File: src/rtl/cefq_pkg.sv
// Shared types, constants and a helper function of the cartoon edge and quantise filter.
package cefq_pkg;

  localparam int MAX_WIDTH  = 1024;
  localparam int MAX_HEIGHT = 1024;
  localparam int PIX_W      = 8;
  localparam int NUM_CH     = 3;
  localparam int WIN        = 5;
  localparam int NUM_LINES  = 4;
  localparam int PX_W       = NUM_CH * PIX_W;
  localparam int WORD_W     = NUM_LINES * PX_W;
  localparam int ADDR_W     = $clog2(MAX_WIDTH);
  localparam int CNT_W      = 11;
  localparam int MAG_W      = 9;
  localparam int SUM_W      = 12;

  // Configuration register indexes.
  localparam logic [1:0] REG_WIDTH     = 2'd0;
  localparam logic [1:0] REG_HEIGHT    = 2'd1;
  localparam logic [1:0] REG_LEVELS    = 2'd2;
  localparam logic [1:0] REG_THRESHOLD = 2'd3;

  // One channel's 5x5 window: [row, 0 top][column, 0 oldest].
  typedef logic [WIN-1:0][WIN-1:0][PIX_W-1:0] chan_win_t;

  // What one lane hands to the merging stage.
  typedef struct packed {
    logic [PIX_W-1:0] quant;
    logic [MAG_W-1:0] mag;
  } lane_res_t;

  // Division by ten through a reciprocal; exact for values below 2560.
  function automatic logic [PIX_W-1:0] div10(input logic [SUM_W-1:0] x);
    logic [SUM_W+13-1:0] p;
    begin
      p = {13'd0, x} * (SUM_W + 13)'(6554);
      return p[16 +: PIX_W];
    end
  endfunction

endpackage

File: src/rtl/cefq_merge.sv
// Merging stage: edge decision over all lanes and the output register.
module cefq_merge (
  input  logic                       clk,
  input  logic                       rst,
  input  logic                       load,
  input  cefq_pkg::lane_res_t        res [cefq_pkg::NUM_CH],
  input  logic [cefq_pkg::MAG_W-1:0] thr,
  input  logic                       row_end,
  input  logic                       frame_end,
  output logic                       free,
  output logic                       m_tvalid,
  input  logic                       m_tready,
  output logic [cefq_pkg::PX_W-1:0]  m_tdata,
  output logic                       m_tlast,
  output logic                       m_tuser
);
  import cefq_pkg::*;

  logic black;

  // A pixel turns black when any channel has a strong edge.
  always_comb begin
    black = 1'b0;
    for (int ch = 0; ch < NUM_CH; ch++) begin
      if (res[ch].mag > thr) begin
        black = 1'b1;
      end
    end
  end

  assign free = !m_tvalid || m_tready;

  // Output register.
  always_ff @(posedge clk) begin
    if (rst) begin
      m_tvalid <= 1'b0;
    end else if (load) begin
      m_tvalid <= 1'b1;
    end else if (m_tready) begin
      m_tvalid <= 1'b0;
    end
  end

  always_ff @(posedge clk) begin
    if (load) begin
      for (int ch = 0; ch < NUM_CH; ch++) begin
        m_tdata[ch*PIX_W +: PIX_W] <= black ? '0 : res[ch].quant;
      end
      m_tlast <= row_end;
      m_tuser <= frame_end;
    end
  end

endmodule

File: config.mk
export PLATFORM = sky130hd
export DESIGN_NAME = cefq_merge
export DESIGN_NICKNAME = d
export VERILOG_FILES = /design/src/rtl/cefq_pkg.sv /design/src/rtl/cefq_merge.sv
export SDC_FILE = /design/constraint.sdc
export NUM_CORES = 1
export LEC_CHECK = 0
export BUFFER_PORTS_ARGS = -buffer_cell sky130_fd_sc_hd__buf_4
export CAP_MARGIN = 0
export CELL_PAD_IN_SITES_DETAIL_PLACEMENT = 0
export CELL_PAD_IN_SITES_GLOBAL_PLACEMENT = 1
export CORE_ASPECT_RATIO = 0.7
export CORE_UTILIZATION = 25
export DETAILED_ROUTE_END_ITERATION = 8
export HOLD_SLACK_MARGIN = 0.06
export PLACE_DENSITY_LB_ADDON = 0.1
export REMOVE_ABC_BUFFERS = 1
export SYNTH_ARGS = -nofsm -noshare
export SYNTH_HDL_FRONTEND = slang
export SYNTH_SLANG_ARGS = --single-unit
File: constraint.sdc
create_clock -name clk -period 1.9 [get_ports clk]
set_clock_uncertainty 0.1 [all_clocks]
set_input_delay 0.285 -clock clk [delete_from_list [all_inputs] [get_ports clk]]
set_output_delay 0.285 -clock clk [all_outputs]
set_load 0.05 [all_outputs]
==> results.md <==
* Initial Util at 25.93%
* WHS Path Cells at 1
* Final setup vio count at 0
* Area of the multi-input gates at about 1100 µm²
* CTS max path bufs at 2
* Critical path fanouts, max at 6
* Worst R2R Setup Slack at 1.19 ns
* Cells after Synth at about 140
* CP arrival at 1.80 ns
* Sequential fraction of the synthesis area at 45.71%
* Buf+Inv Stages, Crit Path at 4
* Area of the die at 7351 µm²
* CTS root buffer: clkbuf_8
* Drc violations at 0
* Relative slew slack at between 70 and 80%
* Num ports at between 90 and 100
* Hold Path Class: in2reg
* Hold Path Sink: m_tlast
* Worst-path clk slew at 0.09 ns
* Top Family by Delay on Critical Path: buffers and inverters
* P&R area growth vs syn at 75.86%
* Reg-to-Reg End: m_tvalid
* Core area at 6756 µm²
* Power Dens Cells at 650.8 nW/µm²
* Most common cell after layout, fill and taps aside: buf_4
* CP peak stage delay at 0.30 ns
* Largest area contributor in the netlist: edfxtp_1
* Tcrit/Tclk final at a little over nine tenths
* Final Net Count at 343
* DP Area at ~2700 µm²
* Number of standard cells in the final layout excluding fillers at 343
* Initial antenna violation count at 0
* CP required at 1.83 ns
* Via density at 4.321
* Crit path cell chain: buf_8 > inv_6 > ha_4 > nand4_1 > buf_4 > a21oi_2 > a21oi_2 > o21ai_4 > clkbuf_16 > nor3b_2
* Post-route ant nets at 0
* First-pass GRT wire length at 6.465 mm
* Setup CP Type: in2reg
* Launch point of the worst reg-to-reg path: m_tvalid
* Worst-Margin Slew at about 0.36 ns
* Slowest-stage cell, CP: o21ai_4
* Most used cell, CP: a21oi_2
* Skew-Pair Late Insertion Delay at around 0.27 ns
* DRT Pass-1 Iters at 4
* Top cells by area, synth: edfxtp_1 45%, ha_1 19%, nor3b_2 14%
* Fin crit period at between 1.5 and 2 ns
* Maxcap violations at 0
* Post-Route WL at 4.599 mm
* Status: finished, final reports clean
* Most frequent cells in the layout: 96 x buf_4, 26 x edfxtp_1, 21 x nor3b_2
* Port bufs at 93
* Num CTS Buffers at 3
* FILL cells at 658
* Post-Syn Area at around 1800 µm²
* Final hold vios at 0
* Leak pwr at 0.001297 µW
* Dpl hpwl at 3.206 mm
* Worst Setup Start Kind: primary input
* Diodes inserted at 0
* CTS tree: yes
* Chip height at 72.04 µm
* Routed len/inst at 13.41 µm
* Pin count of the biggest net entering global routing at 28
* Synth Register Bits at 27
* Via count at 1,482
* Total gr overflow at 0
* Die W at 102.0 µm
* Site row count at 25
* H-tree depth at 1
* WHS at 0.08122 ns
* Distinct cells, synth at 25
* Mean post-synth cell area at 12.79 µm²
* Reg2reg path depth at 2
* # placed instances at 334
* Clock sink total at 27
* Hold Startpoint: row_end
* Setup TNS at 0 ns
* RSZ-0062 raised after global routing: true
* Worst vdd ir at approximately 0.00037 V
* Global Route Usage Sum at 11.53%
* Final Power at 2005 µW
* Max-slew violations at 0
* Crit end category: flip-flop
* Initial DRC count at 15
* Post-synth top area share at 44.57%
* Share of cells above drive strength 1 at approximately 67%
* Fmax achieved at ~0.53 GHz
* YS warnings at 0
* Gpl congestion at 0.7011
* Vias in the first global route at 1,370
* Design area at 3080 µm²
* Register area at 800.8 µm²
## cells by family (layout without fill, tap and decap cells)
group,count (synthesis),count (layout),synth area share [%]
compound gates,24,24,8.714
buf+inv,17,129,4.643
flops,27,27,45.71
simple gates,42,42,21.64
fa+ha+maj,27,27,19.29
## per-layer routing
layer | share of wire, % | vias to the layer above | GRT usage [%]
li1 | - | 745 | -
met1 | 48 | 684 | 16.14
met2 | 44 | 51 | 17.52
met3 | 8.0 | 2 | 3.565
met4 | 0.37 | 0 | 2.381
met5 | 0 | - | 0
## cell usage after synthesis, drive strengths merged
cell / instances
nand2b: 2
a21oi: 11
nand4: 5
and4: 1
a211oi: 1
a22oi: 1
inv: 13
o211ai: 2
nand2: 4
dfxtp: 1
edfxtp: 26
o221ai: 1
nor3: 2
ha: 27
or3: 1
a21o: 2
buf: 4
nor3b: 25
a2111oi: 1
o21ai: 5
nor2: 2
## report_power, final
group | switching [µW] | internal (µW) | total, µW
sequential | 18.0 | 732 | 750
combinational | 514 | 409 | 923
clock | 181 | 151 | 332
## flip-flops by register name, indices dropped and copies added (netlist names)
register	count
m_tuser	1
m_tlast	1
m_tdata	24
m_tvalid	1
## through the flow
step / utilization (%) / setup WS [ns]
2_1_floorplan: - / -1.131
3_3_place_gp: 39.52 / -0.2944
3_5_place_dp: 39.52 / -0.3236
4_1_cts: 40.59 / 0.001025
5_1_grt: 45.59 / -0.07922
6_report: 45.59 / 0.02999
## timing repair
item	4_1_cts	5_1_grt
hold buffers	1	0
cloned	0	3
pin swaps	0	20
endpoints found under the setup margin	12	24
gates resized for setup	2	51
endpoints found under the hold margin	1	0
buffers inserted	0	1
## worst max path at each step
stage	slack, ns	endpoint	cells after the start	startpoint
floorplan	-1.13	m_tdata[12]	7	thr[8]
global placement	-0.29	m_tdata[13]	9	thr[2]
detailed placement	-0.32	m_tdata[15]	9	thr[2]
CTS	0.001	m_tdata[15]	9	thr[2]
global route	-0.08	m_tdata[23]	10	thr[2]
finish	0.03	m_tdata[4]	10	thr[8]
## layout make-up
class,instances,share of cell area (%)
Clock buffer,4,1.462
Multi-Input combinational cell,93,35.58
Timing Repair Buffer,112,30.91
Tap cell,94,3.818
Sequential cell,27,26.00
Inverter,13,2.234
No activity file was read; power rests on OpenSTA's default activity.
