--- src/rtl/cefq_pkg.sv ---
// Shared types, constants and a helper function of the cartoon edge and quantise filter.
package cefq_pkg;

  localparam int MAX_WIDTH  = 1024;
  localparam int MAX_HEIGHT = 1024;
  localparam int PIX_W      = 8;
  localparam int NUM_CH     = 3;
  localparam int WIN        = 5;
  localparam int NUM_LINES  = 4;
  localparam int PX_W       = NUM_CH * PIX_W;
  localparam int WORD_W     = NUM_LINES * PX_W;
  localparam int ADDR_W     = $clog2(MAX_WIDTH);
  localparam int CNT_W      = 11;
  localparam int MAG_W      = 9;
  localparam int SUM_W      = 12;

  // Configuration register indexes.
  localparam logic [1:0] REG_WIDTH     = 2'd0;
  localparam logic [1:0] REG_HEIGHT    = 2'd1;
  localparam logic [1:0] REG_LEVELS    = 2'd2;
  localparam logic [1:0] REG_THRESHOLD = 2'd3;

  // One channel's 5x5 window: [row, 0 top][column, 0 oldest].
  typedef logic [WIN-1:0][WIN-1:0][PIX_W-1:0] chan_win_t;

  // What one lane hands to the merging stage.
  typedef struct packed {
    logic [PIX_W-1:0] quant;
    logic [MAG_W-1:0] mag;
  } lane_res_t;

  // Division by ten through a reciprocal; exact for values below 2560.
  function automatic logic [PIX_W-1:0] div10(input logic [SUM_W-1:0] x);
    logic [SUM_W+13-1:0] p;
    begin
      p = {13'd0, x} * (SUM_W + 13)'(6554);
      return p[16 +: PIX_W];
    end
  endfunction

endpackage

--- src/rtl/cefq_lane.sv ---
// One channel lane: blur, quantisation and Sobel magnitude, worked out step by step.
module cefq_lane (
  input  logic                       clk,
  input  logic                       rst,
  input  logic                       start,
  input  cefq_pkg::chan_win_t        win,
  input  logic [cefq_pkg::PIX_W-1:0] bucket,
  output cefq_pkg::lane_res_t        res,
  output logic                       done
);
  import cefq_pkg::*;

  logic                 busy;
  logic [3:0]           step;
  logic [PIX_W-1:0]     hor [WIN];
  logic [PIX_W-1:0]     gx_abs;
  logic [PIX_W-1:0]     gy_abs;
  logic [PIX_W-1:0]     blur;
  logic [16:0]          sq;
  logic [PIX_W:0]       rem;
  logic [PIX_W-1:0]     dvd;
  logic [MAG_W-1:0]     root;

  logic [SUM_W-1:0]     hsum [WIN];
  logic [SUM_W-1:0]     vsum;
  logic signed [11:0]   sx;
  logic [SUM_W-1:0]     hs1;
  logic [SUM_W-1:0]     hs3;
  logic signed [9:0]    gy;
  logic [3:0]           it;
  logic [MAG_W-1:0]     trial;
  logic [17:0]          trial_sq;
  logic [PIX_W:0]       dtrial;

  // Row sums of the blur and the Sobel terms.
  always_comb begin
    for (int r = 0; r < WIN; r++) begin
      hsum[r] = SUM_W'(win[r][0]) + (SUM_W'(win[r][1]) << 1) + (SUM_W'(win[r][2]) << 2)
              + (SUM_W'(win[r][3]) << 1) + SUM_W'(win[r][4]);
    end
    vsum = SUM_W'(hor[0]) + (SUM_W'(hor[1]) << 1) + (SUM_W'(hor[2]) << 2)
         + (SUM_W'(hor[3]) << 1) + SUM_W'(hor[4]);
    sx = (12'(signed'({1'b0, win[1][3]})) - 12'(signed'({1'b0, win[1][1]})))
       + ((12'(signed'({1'b0, win[2][3]})) - 12'(signed'({1'b0, win[2][1]}))) <<< 1)
       + (12'(signed'({1'b0, win[3][3]})) - 12'(signed'({1'b0, win[3][1]})));
    hs1 = (SUM_W'(win[1][1]) + (SUM_W'(win[1][2]) << 1) + SUM_W'(win[1][3])) >> 2;
    hs3 = (SUM_W'(win[3][1]) + (SUM_W'(win[3][2]) << 1) + SUM_W'(win[3][3])) >> 2;
    gy  = signed'({2'b00, hs1[PIX_W-1:0]}) - signed'({2'b00, hs3[PIX_W-1:0]});
  end

  // Iteration step: one quotient bit and one root bit per cycle.
  always_comb begin
    it       = step - 4'd2;
    trial    = root | (MAG_W'(9'd256) >> it);
    trial_sq = trial * trial;
    dtrial   = {rem[PIX_W-1:0], dvd[PIX_W-1]};
  end

  // Step sequencer.
  always_ff @(posedge clk) begin
    if (rst) begin
      busy <= 1'b0;
      step <= '0;
      done <= 1'b0;
    end else begin
      done <= 1'b0;
      if (start) begin
        busy <= 1'b1;
        step <= '0;
      end else if (busy) begin
        step <= step + 4'd1;
        if (step == 4'd10) begin
          busy <= 1'b0;
          done <= 1'b1;
        end
      end
    end
  end

  // Datapath registers.
  always_ff @(posedge clk) begin
    if (start) begin
      for (int r = 0; r < WIN; r++) begin
        hor[r] <= div10(hsum[r]);
      end
      if (sx < 0) begin
        gx_abs <= PIX_W'((-sx) >>> 2);
      end else begin
        gx_abs <= PIX_W'(sx >>> 2);
      end
      gy_abs <= (gy < 0) ? PIX_W'(-gy) : PIX_W'(gy);
    end else if (busy) begin
      if (step == 4'd0) begin
        blur <= div10(vsum);
        sq   <= 17'(gx_abs * gx_abs) + 17'(gy_abs * gy_abs);
      end else if (step == 4'd1) begin
        rem  <= '0;
        dvd  <= blur;
        root <= '0;
      end else begin
        if (trial_sq <= {1'b0, sq}) begin
          root <= trial;
        end
        if (it < 4'd8) begin
          dvd <= dvd << 1;
          if (dtrial >= {1'b0, bucket}) begin
            rem <= dtrial - {1'b0, bucket};
          end else begin
            rem <= dtrial;
          end
        end
      end
    end
  end

  assign res.quant = blur - rem[PIX_W-1:0];
  assign res.mag   = root;

endmodule

--- config.mk ---
export PLATFORM = sky130hd
export DESIGN_NAME = cefq_lane
export DESIGN_NICKNAME = d
export VERILOG_FILES = /design/src/rtl/cefq_pkg.sv /design/src/rtl/cefq_lane.sv
export SDC_FILE = /design/constraint.sdc
export NUM_CORES = 2
export LEC_CHECK = 0
export BUFFER_PORTS_ARGS = -buffer_cell sky130_fd_sc_hd__buf_2
export CORE_UTILIZATION = 60
export DETAILED_ROUTE_END_ITERATION = 10
export GPL_ROUTABILITY_DRIVEN = 0
export PLACE_DENSITY = 0.78
export SYNTH_ARGS = -nofsm -noshare
export SYNTH_HDL_FRONTEND = slang
export SYNTH_SLANG_ARGS = --single-unit
--- constraint.sdc ---
create_clock -name clk -period 10.5 [get_ports clk]
set_input_delay 1.575 -clock clk [delete_from_list [all_inputs] [get_ports clk]]
set_output_delay 1.575 -clock clk [all_outputs]
set_load 0.01 [all_outputs]
==> out/summary.txt <==
SETUP PATH
--------------------------------------------------------------------------------------------------------
Endpoint of the most critical setup path .................................................. hor[0][7]$_DFFE_PP_
Cell with the biggest individual delay on the critical path ............................... sky130_fd_sc_hd__fa_1
Required arrival time at the worst endpoint ...............................................     10620 ps
CP Capture Type ...........................................................................         flop
Critical path type ........................................................................ input port to flop
CP most frequent cell ..................................................................... sky130_fd_sc_hd__fa_1
Worst R2R Setup Slack .....................................................................      2160 ps
Critical Path Source Type .................................................................   input port
Depth of the worst register-to-register path ..............................................           25
Critical Path Fanout Max ..................................................................            6
Critical Path Source ......................................................................       win[3]
Worst r2r src ............................................................................. step[1]$_SDFFE_PP0P_
Crit Reg-Reg Endpoint ..................................................................... root[1]$_SDFFCE_PP0P_
Worst endpoint data arrival time ..........................................................      9330 ps
Largest incremental delay on the critical path ............................................       530 ps

MIN PATH
--------------------------------------------------------------------------------------------------------
Path type of the worst min-delay path ..................................................... flop to flop

SYNTHESIS
--------------------------------------------------------------------------------------------------------
Number of flops mapped to enable cells by yosys ...........................................          106
Main combinational cell family by area after synthesis ....................................  adder cells
Number of distinct library cell variants in the gate-level netlist after synthesis ........           66
Mux cell area share after synthesis .......................................................       0.316%
Adder-Cell Fraction of Synth Area .........................................................        57.7%
Post-Synth XOR/XNOR Area ..................................................................        5.41%
Top flip-flop cell by instance count after synthesis ...................................... sky130_fd_sc_hd__edfxtp_1
Cell accounting for the most synthesized area ............................................. sky130_fd_sc_hd__fa_1
Warnings, synthesis .......................................................................            0
Commonest cells post-synth ................................................................ sky130_fd_sc_hd__inv_1 (1168), sky130_fd_sc_hd__ha_1 (746), sky130_fd_sc_hd__fa_1 (504)
Post-synthesis async set-or-reset flop share ..............................................           0%
Largest cells by area after synthesis ..................................................... sky130_fd_sc_hd__fa_1 (30%), sky130_fd_sc_hd__ha_1 (28%), sky130_fd_sc_hd__inv_1 (13%), sky130_fd_sc_hd__edfxtp_1 (9.4%), sky130_fd_sc_hd__xnor2_1 (3.7%)
Combined area of all synthesized cells ....................................................  33700 sq um
Syn avg cell area .........................................................................   9.43 sq um
Register bit total from synthesis .........................................................          112
Synth Area in Simple Gates ................................................................        5.78%
Proportion of netlist area held by the largest area contributor ...........................        30.0%
Part of the Yosys area used for sequential elements .......................................        9.81%
Most instantiated library cell after synthesis ............................................ sky130_fd_sc_hd__inv_1
Post-synthesis cell count .................................................................         3573
Compound-cell area share of the yosys netlist .............................................        7.84%
Syn nets ..................................................................................         5034

TIMING
--------------------------------------------------------------------------------------------------------
Number of failing hold endpoints at the final stage .......................................            0
Final TNS setup ...........................................................................         0 ps
Final critical delay including setup and external delays ..................................      9210 ps
Max-slew violation count ..................................................................            0
Highest clock rate ........................................................................      109 MHz
Unrepaired setup endpoints after global routing ...........................................           no
Headroom to the max-slew limit ............................................................        38.0%
Share of the clock period used by the worst path ..........................................        87.7%
# setup viols final .......................................................................            0
Worst-margin pin slew .....................................................................       930 ps
Largest clock skew in the final design ....................................................      19.8 ps

JOB
--------------------------------------------------------------------------------------------------------
Max-Cap Viols .............................................................................            0

ROUTING
--------------------------------------------------------------------------------------------------------
Post-detailed-routing wire length .........................................................     62500 um
Uppermost layer routed ....................................................................         met5
Post-route DRC violation count ............................................................            0
Remaining antenna violation count .........................................................            0
Total vias in the final route .............................................................        23045
Metal3 WL .................................................................................      1690 um
Vias/cell .................................................................................         5.06
Routed length per placed instance .........................................................      13.7 um
Initial DRT Pass Iterations ...............................................................            5
Wire length on met2 .......................................................................     31500 um
Violation count after the first detailed-route iteration ..................................          836
WL met1 ...................................................................................     28200 um

GLOBAL ROUTE
--------------------------------------------------------------------------------------------------------
Vias in the first global route ............................................................        24173
First-pass GRT wire length ................................................................    109000 um
Number of antenna violations at the first check in global routing .........................            1
Largest net degree at the start of global routing .........................................           64
Total routing resource utilization after global routing ...................................        23.2%
Remaining Overflow, GRT ...................................................................            0

CLOCK NETWORK
--------------------------------------------------------------------------------------------------------
H-tree lvl count ..........................................................................            3
Number of post-CTS setup repair buffers ...................................................            0
Hold buffer count at CTS ..................................................................            0
Post-cts resize count .....................................................................            0
Post-CTS clock slew at the launch and capture registers of the worst setup and hold paths .        80 ps
Worst-skew pair later-pin latency .........................................................       370 ps
Clock Root Buffer ......................................................................... sky130_fd_sc_hd__clkbuf_16
CTS tree ..................................................................................        built
Cts bufs inserted .........................................................................            9
Clock Path Buffers ........................................................................            2
Clock net sink count ......................................................................          112

FLOORPLAN
--------------------------------------------------------------------------------------------------------
Die Footprint .............................................................................  57100 sq um
Vertical die dimension ....................................................................       239 um
Initial Util ..............................................................................        60.9%
Core Box Area .............................................................................  55300 sq um
Total I/O pin count .......................................................................          229
Standard-cell rows ........................................................................           86
Die X-Extent ..............................................................................       239 um

CELLS AND AREA
--------------------------------------------------------------------------------------------------------
Final nets ................................................................................         5265
Share of final-layout standard cells stronger than drive strength 1 .......................        7.32%
Synth-to-layout area growth ...............................................................        7.04%
Antenna cell count ........................................................................            0

PLACE
--------------------------------------------------------------------------------------------------------
Quantity of I/O buffers inserted on ports .................................................          228
HPWL after detailed placement .............................................................     57100 um

OUTCOME
--------------------------------------------------------------------------------------------------------
Run status ................................................................................    completed

==> stage by stage <==
stage / util (%) / worst slack (ps) / hold WS, ps / area [sq um] / std cells
2_1_floorplan: - / 1370 / 491 / 33700 / 3573
3_5_place_dp: 64.7 / 932 / 506 / 35800 / 4541
6_report: 65.2 / 1290 / 516 / 36100 / 4557
3_3_place_gp: 64.7 / 1080 / 499 / 35800 / 4541
5_1_grt: 65.2 / 993 / 549 / 36100 / 4557
4_1_cts: 65.2 / 1310 / 518 / 36100 / 4557
==> worst min path at each step <==
stage | startpoint | endpoint | slack [ps] | cells after the start
floorplan | dvd[1]$_DFFE_PP_ | dvd[2]$_DFFE_PP_ | 490 | 2
global placement | dvd[6]$_DFFE_PP_ | dvd[7]$_DFFE_PP_ | 500 | 2
detailed placement | dvd[6]$_DFFE_PP_ | dvd[7]$_DFFE_PP_ | 510 | 2
CTS | dvd[6]$_DFFE_PP_ | dvd[7]$_DFFE_PP_ | 520 | 2
global route | dvd[4]$_DFFE_PP_ | dvd[5]$_DFFE_PP_ | 550 | 2
finish | dvd[6]$_DFFE_PP_ | dvd[7]$_DFFE_PP_ | 520 | 2
==> kinds of logic (layout without fill, tap and decap cells) <==
group / after synthesis / count (layout)
adders and majority gates: 1250 / 1250
DFF: 112 / 112
AOI/OAI and AO/OA: 408 / 408
and+or+nand+nor: 401 / 401
xor gates and xnor gates: 208 / 208
buffers and inverters: 1184 / 1420
muxes: 10 / 10
==> layout by cell type, fill, tap and decap left out, types with 6 or more instances in the layout <==
master	n
sky130_fd_sc_hd__nand2b_1	16
sky130_fd_sc_hd__dfxtp_1	6
sky130_fd_sc_hd__fa_1	504
sky130_fd_sc_hd__nor2b_1	27
sky130_fd_sc_hd__a31oi_1	7
sky130_fd_sc_hd__a21o_1	65
sky130_fd_sc_hd__o21a_1	14
sky130_fd_sc_hd__a211oi_1	17
sky130_fd_sc_hd__buf_2	228
sky130_fd_sc_hd__nand3_1	14
sky130_fd_sc_hd__and2_1	54
sky130_fd_sc_hd__edfxtp_1	106
sky130_fd_sc_hd__clkbuf_16	9
sky130_fd_sc_hd__a21oi_1	142
sky130_fd_sc_hd__inv_1	1168
sky130_fd_sc_hd__nand4_1	11
sky130_fd_sc_hd__xor2_1	64
sky130_fd_sc_hd__o21ai_0	62
sky130_fd_sc_hd__ha_1	746
sky130_fd_sc_hd__nand2_1	101
sky130_fd_sc_hd__o31ai_1	8
sky130_fd_sc_hd__nor3_1	22
sky130_fd_sc_hd__o21bai_1	35
sky130_fd_sc_hd__nor2_1	119
sky130_fd_sc_hd__xnor2_1	144
sky130_fd_sc_hd__or2_2	6
==> layout make-up <==
type,count,area (sq um)
fill,4468,19200
tap,748,936
sequential,112,3300
clock inverter,7,71.3
inverter,1171,4400
timing repair buffer,233,1180
clock buffer,9,225
multi-input combinational,2277,25900
==> flip-flops by register name, summed over array words and instances, names as in the netlist <==
| register | count |
|---|---|
| dvd | 8 |
| gy_abs | 8 |
| done | 1 |
| hor | 40 |
| blur | 8 |
| root | 9 |
| rem | 8 |
| step | 4 |
| gx_abs | 8 |
| busy | 1 |
| sq | 17 |
==> routing by layer <==
metal	track usage, %	vias up
li1	-	11535
met3	1.51	60
met5	0	-
met1	30.2	11092
met4	4.33	2
met2	42.6	356
==> critical path: cells and delay by family <==
family / cells / cell delay [ps]
and+or+nand+nor: 3 / 960
AOI/OAI and AO/OA: 10 / 2120
buffers and inverters: 6 / 320
adders and majority gates: 10 / 4330
Power is not shown: default switching activity piles up to over one toggle a cycle in this logic, so the estimate is an artifact.
